**config.mk**
```make
export PLATFORM = sky130hd
export DESIGN_NAME = cht_home_calc
export DESIGN_NICKNAME = d
export VERILOG_FILES = /design/src/cht_pkg.sv /design/src/cht_home_calc.sv
export SDC_FILE = /design/constraint.sdc
export NUM_CORES = 1
export LEC_CHECK = 0
export BUFFER_PORTS_ARGS = -buffer_cell sky130_fd_sc_hd__buf_4
export CORE_MARGIN = 4
export CORE_UTILIZATION = 55
export DETAILED_ROUTE_END_ITERATION = 16
export PLACE_DENSITY = 0.91
export SLEW_MARGIN = 20
export SYNTH_ARGS = -nofsm -noshare
export SYNTH_HDL_FRONTEND = slang
export SYNTH_SLANG_ARGS = --single-unit
```
**constraint.sdc**
```tcl
create_clock -name clk -period 1.1 [get_ports clk]
set_clock_uncertainty 0.1 [all_clocks]
set_input_delay 0.22 -clock clk [delete_from_list [all_inputs] [get_ports clk]]
set_output_delay 0.22 -clock clk [all_outputs]
set_load 0.1 [all_outputs]
```
**src/cht_pkg.sv**
```systemverilog
`timescale 1ns / 1ps
`default_nettype none
// ----------------------------------------------------------------------------
// cht_pkg
// Shared types, constants and helper functions of the callsign hash table.
// ----------------------------------------------------------------------------
package cht_pkg;

    // Table geometry
    localparam int TABLE_ENTRIES = 256;
    localparam int ADDR_W        = $clog2(TABLE_ENTRIES);
    localparam int CNT_W         = $clog2(TABLE_ENTRIES + 1);

    // Field widths
    localparam int OPCODE_W    = 2;
    localparam int WCODE_W     = 2;
    localparam int HASH_W      = 22;
    localparam int NAME_HIGH_W = 48;
    localparam int NAME_LOW_W  = 40;
    localparam int NAME_W      = NAME_HIGH_W + NAME_LOW_W;
    localparam int NAME_BYTES  = NAME_W / 8;
    localparam int STATUS_W    = 3;

    // Home slot: (10-bit slice * 23) mod TABLE_ENTRIES
    localparam int SLICE_W  = 10;
    localparam int HOME_MUL = 23;
    localparam int PROD_W   = $clog2(((1 << SLICE_W) - 1) * HOME_MUL + 1);
    // Reciprocal for the constant modulo; quotient estimate is off by at most one
    localparam int RECIP    = (1 << PROD_W) / TABLE_ENTRIES;
    localparam int RECIP_W  = $clog2(RECIP + 1);
    localparam int QP_W     = PROD_W + RECIP_W;

    // Lookup key shift per width code
    localparam int SH_KEY10 = 12;
    localparam int SH_KEY12 = 10;

    typedef logic [ADDR_W-1:0]   addr_t;
    typedef logic [CNT_W-1:0]    count_t;
    typedef logic [STATUS_W-1:0] status_t;
    typedef logic [OPCODE_W-1:0] opcode_t;
    typedef logic [WCODE_W-1:0]  wcode_t;

    localparam addr_t LAST_SLOT = ADDR_W'(TABLE_ENTRIES - 1);

    // Opcodes
    localparam opcode_t OP_LOOKUP = 2'd0;
    localparam opcode_t OP_ADD    = 2'd1;
    localparam opcode_t OP_CLEAR  = 2'd2;

    // Lookup key width codes
    localparam wcode_t WC_KEY22 = 2'd0;
    localparam wcode_t WC_KEY12 = 2'd1;
    localparam wcode_t WC_KEY10 = 2'd2;

    // Result status codes
    localparam status_t ST_FOUND     = 3'd0;
    localparam status_t ST_NOT_FOUND = 3'd1;
    localparam status_t ST_INSERTED  = 3'd2;
    localparam status_t ST_PRESENT   = 3'd3;
    localparam status_t ST_FULL      = 3'd4;
    localparam status_t ST_CLEARED   = 3'd5;

    // One table entry as stored in memory
    typedef struct packed {
        logic [HASH_W-1:0]      hash;
        logic [NAME_HIGH_W-1:0] name_high;
        logic [NAME_LOW_W-1:0]  name_low;
    } entry_t;

    // Memory write and read requests
    typedef struct packed {
        logic   en;
        addr_t  addr;
        entry_t data;
    } ram_wr_t;

    typedef struct packed {
        logic  en;
        addr_t addr;
    } ram_rd_t;

    // Home slot unit handshake
    typedef struct packed {
        logic               start;
        logic [SLICE_W-1:0] slice;
    } home_req_t;

    typedef struct packed {
        logic  done;
        addr_t slot;
    } home_rsp_t;

    // Zero every byte after the first zero byte of the name
    function automatic logic [NAME_W-1:0] clean_name(input logic [NAME_W-1:0] name);
        logic [NAME_W-1:0] res;
        logic              ended;
        res   = name;
        ended = 1'b0;
        for (int b = 0; b < NAME_BYTES; b++) begin
            if (ended) begin
                res[NAME_W-1-8*b -: 8] = 8'h00;
            end
            else if (name[NAME_W-1-8*b -: 8] == 8'h00) begin
                ended = 1'b1;
            end
        end
        return res;
    endfunction

    // Linear probe step with wrap
    function automatic addr_t next_slot(input addr_t a);
        addr_t n;
        if (a == LAST_SLOT) begin
            n = '0;
        end
        else begin
            n = a + addr_t'(1);
        end
        return n;
    endfunction

endpackage : cht_pkg
`default_nettype wire

```
**src/cht_home_calc.sv**
```systemverilog
`timescale 1ns / 1ps
`default_nettype none
// ----------------------------------------------------------------------------
// cht_home_calc
// Home slot pipeline: slice * 23, reciprocal quotient estimate, then
// remainder with a single correction.
// ----------------------------------------------------------------------------
module cht_home_calc import cht_pkg::*; (
    input  wire logic      clk,
    input  wire logic      rst_n,
    input  wire home_req_t req,
    output home_rsp_t      rsp
);

    logic                v0_reg, v1_reg, v2_reg;
    logic [PROD_W-1:0]   prod0_reg, prod0_next;
    logic [PROD_W-1:0]   prod1_reg;
    logic [QP_W-1:0]     qprod_reg, qprod_next;
    addr_t               slot_reg, slot_next;
    logic [RECIP_W-1:0]  quot;
    logic [PROD_W-1:0]   quot_n;
    logic [PROD_W-1:0]   rem;
    logic [PROD_W-1:0]   rem_fix;

    // Stage datapath
    always_comb
    begin
        prod0_next = PROD_W'(req.slice) * PROD_W'(HOME_MUL);
        qprod_next = QP_W'(prod0_reg) * QP_W'(RECIP);
        quot       = qprod_reg[QP_W-1:PROD_W];
        quot_n     = PROD_W'(quot * TABLE_ENTRIES);
        rem        = prod1_reg - quot_n;
        if (rem >= PROD_W'(TABLE_ENTRIES))
        begin
            rem_fix = rem - PROD_W'(TABLE_ENTRIES);
        end
        else
        begin
            rem_fix = rem;
        end
        slot_next = rem_fix[ADDR_W-1:0];
    end

    // Stage valids
    always_ff @(posedge clk or negedge rst_n)
    begin
        if (!rst_n)
        begin
            v0_reg <= 1'b0;
            v1_reg <= 1'b0;
            v2_reg <= 1'b0;
        end
        else
        begin
            v0_reg <= req.start;
            v1_reg <= v0_reg;
            v2_reg <= v1_reg;
        end
    end

    // Stage data
    always_ff @(posedge clk)
    begin
        prod0_reg <= prod0_next;
        prod1_reg <= prod0_reg;
        qprod_reg <= qprod_next;
        slot_reg  <= slot_next;
    end

    assign rsp.done = v2_reg;
    assign rsp.slot = slot_reg;

endmodule : cht_home_calc
`default_nettype wire

```
==> impl_metrics.tcl <==
set metrics [dict create \
    synthCells 79 \
    overflow 0 \
    drc 0 \
    cts_buffer_depth 2 \
    cts_tree "yes" \
    max_freq_mhz 409 \
    clock_latency_ps 330 \
    yosys_warnings 0 \
    final_layout_size_suffix_gt1_share_pct 56.4 \
    cts_made_buffers 3 \
    critPathBufInv 2 \
    rsz0062_at_grt "yes" \
    cp_cell_sequence "buf_6 -> ha_1 -> fa_1 -> inv_1 -> fa_1 -> xnor2_1 -> xnor2_1 -> xnor2_1 -> xnor2_1" \
    grt_pass1_wl_mm 4.51 \
    syn_to_final_growth_pct 62.2 \
    drtIter0Drc 34 \
    vias 768 \
    slew_headroom_pct 79.6 \
    cts_root_buf "clkbuf_4" \
    avgRoutedWirePerCell_microns 25.6 \
    period_needed_ps 2440 \
    critPathKind "in -> reg" \
    drv_cap 0 \
    leakage_nw 0.746 \
    hpwl_mm 1.51 \
    initial_utilization_pct 59.1 \
    die_h_microns 51.6 \
    fin_crit_sh_pct 222 \
    peakVddDrop_uv 1670 \
    final_max_slew_viol_count 0 \
    cp_top_family "adder cells" \
    required_ps 1260 \
    grt_pass1_vias 881 \
    port_buffers 19 \
    std_cell_rows 15 \
    final-setup-viol-count 14 \
    dieArea_sq_um 2660 \
    synth_cell_type_count 13 \
    slowest_delay_ps 560 \
    ys_ff_latch 27 \
    crit_arrival_ps 2600 \
    end_kind "register" \
    grt_max_degree 15 \
    start_kind "input port" \
    report.power.total_mw 4.27 \
    track_usage_pct 24.9 \
    holdCritPathClass "in -> async" \
    yosysSeqAreaShare_pct 53.2 \
    syn_area_per_cell_sq_um 13.2 \
    die_w_microns 51.6 \
    slowest_stage "fa_1" \
    synth_fp_nets 111 \
    fin_util_pct 96.0 \
    core_sq_um 1760 \
    power-per-cell-area_nw_per_um2 2520 \
    clkSinkCount 27 \
    cp_max_fo 3 \
    gp_congestion 0.718 \
    io_pins 22 \
    tightest_slew_ps 303 \
    wl_mm 3.64 \
    setup_ws_ps -1340 \
    nNetsFinal 150 \
    antenna_found_initial 0 \
    path_clk_slew_ps 150 \
    viasPerCell 5.41 \
    cp_common_cell "xnor2_1" \
    syn_area_sq_um 1040 \
    outcome "complete, but fails checks" \
    num_antenna_cells 0 \
    violations "setup timing" \
    ctsHtreeMaxLevel 1 \
    firstDrtPassIters 6 \
    antenna_left 0 \
    hold_viol_final 0 \
]
layer usage:
layer / up-vias / part of all wire (%) / global-route usage, % / routed length (microns)
met2: 59 / 53 / 48.7 / 1940
met4: 0 / 2.8 / 14.8 / 101
met5: - / 0 / 0 / 0
met3: 10 / 6.1 / 3.15 / 223
li1: 319 / - / - / -
met1: 380 / 38 / 24.3 / 1380
kinds of logic after synthesis:
group	share of synthesized area [%]
flip-flops	53.2
adder cells (fa/ha/maj)	27.8
buffers and inverters	5.76
XOR/XNOR	8.39
AO/OA/AOI/OAI	4.80
cells in the mapped netlist:
master,number,area [sq um]
dfxtp_1,24,480
inv_1,14,52.6
ha_1,12,150
xnor2_1,9,78.8
fa_1,7,140
a21oi_1,3,15.0
dfrtp_1,3,75.1
a21o_1,2,15.0
a211oi_1,1,7.51
buf_4,1,7.51
o21ai_0,1,5.00
o21bai_1,1,7.51
xor2_1,1,8.76
through the flow:
stage          instance area (sq um)  hold WS [ps]  worst slack [ps]  setup TNS (ps)  std cells
2_1_floorplan                   1190          -176             -1240           -4530         79
3_3_place_gp                    1450         -91.8             -1390           -6110        135
3_5_place_dp                    1450         -88.0             -1470           -6390        135
4_1_cts                         1640          31.9             -1100           -4660        141
5_1_grt                         1690           116             -1420           -6030        142
6_report                        1690           119             -1340           -5670        142
what timing repair did:
item | CTS | global route
hold endpoints to repair | 4 | 1
setup endpoints to repair | 14 | 14
gates resized for setup | 35 | 10
cloned | 0 | 0
pin swaps | 6 | 9
hold buffers | 2 | 1
buffers inserted | 0 | 1
where the power goes:
part | total, mW | internal, mW | switching, mW
Clock | 0.438 | 0.142 | 0.296
Combinational | 2.34 | 0.969 | 1.37
Sequential | 1.49 | 1.33 | 0.162
worst paths after layout:
kind,start,end,slack [ps],cells past startpoint
hold reg to reg,qprod_reg[9],slot_reg[2],240,0
max in group asynchronous,rst_n,v0_reg,690,2
hold / removal,rst_n,v2_reg,120,2
setup / recovery,req[2],prod0_reg[7],-1340,9
setup reg to reg,v1_reg,v2_reg,490,0
min in group clk,req[0],prod0_reg[1],160,3
area by class of cell:
| type | count | area [sq um] |
|---|---|---|
| Clock buffer | 4 | 26.3 |
| Fill cell | 38 | 71.3 |
| Inverter | 14 | 55.1 |
| Multi-Input combinational cell | 37 | 603 |
| Sequential cell | 27 | 566 |
| Tap cell | 25 | 31.3 |
| Timing Repair Buffer | 35 | 412 |
cells in the final DEF (no fill, tap or decap):
master,n
buf_4,16
dfxtp_1,16
inv_1,10
ha_4,10
xnor2_1,8
buf_12,8
dfxtp_2,8
fa_1,5
buf_6,5
inv_2,3
a21oi_2,3
clkbuf_4,3
dlygate4sd3_1,3
buf_8,3
dfrtp_1,3
a21o_1,2
fa_2,2
ha_1,2
inv_4,1
a211oi_1,1
o21ai_2,1
o21bai_2,1
xnor2_4,1
xor2_2,1
clkbuf_1,1
Note: power is estimated with default switching activity, not from simulation.
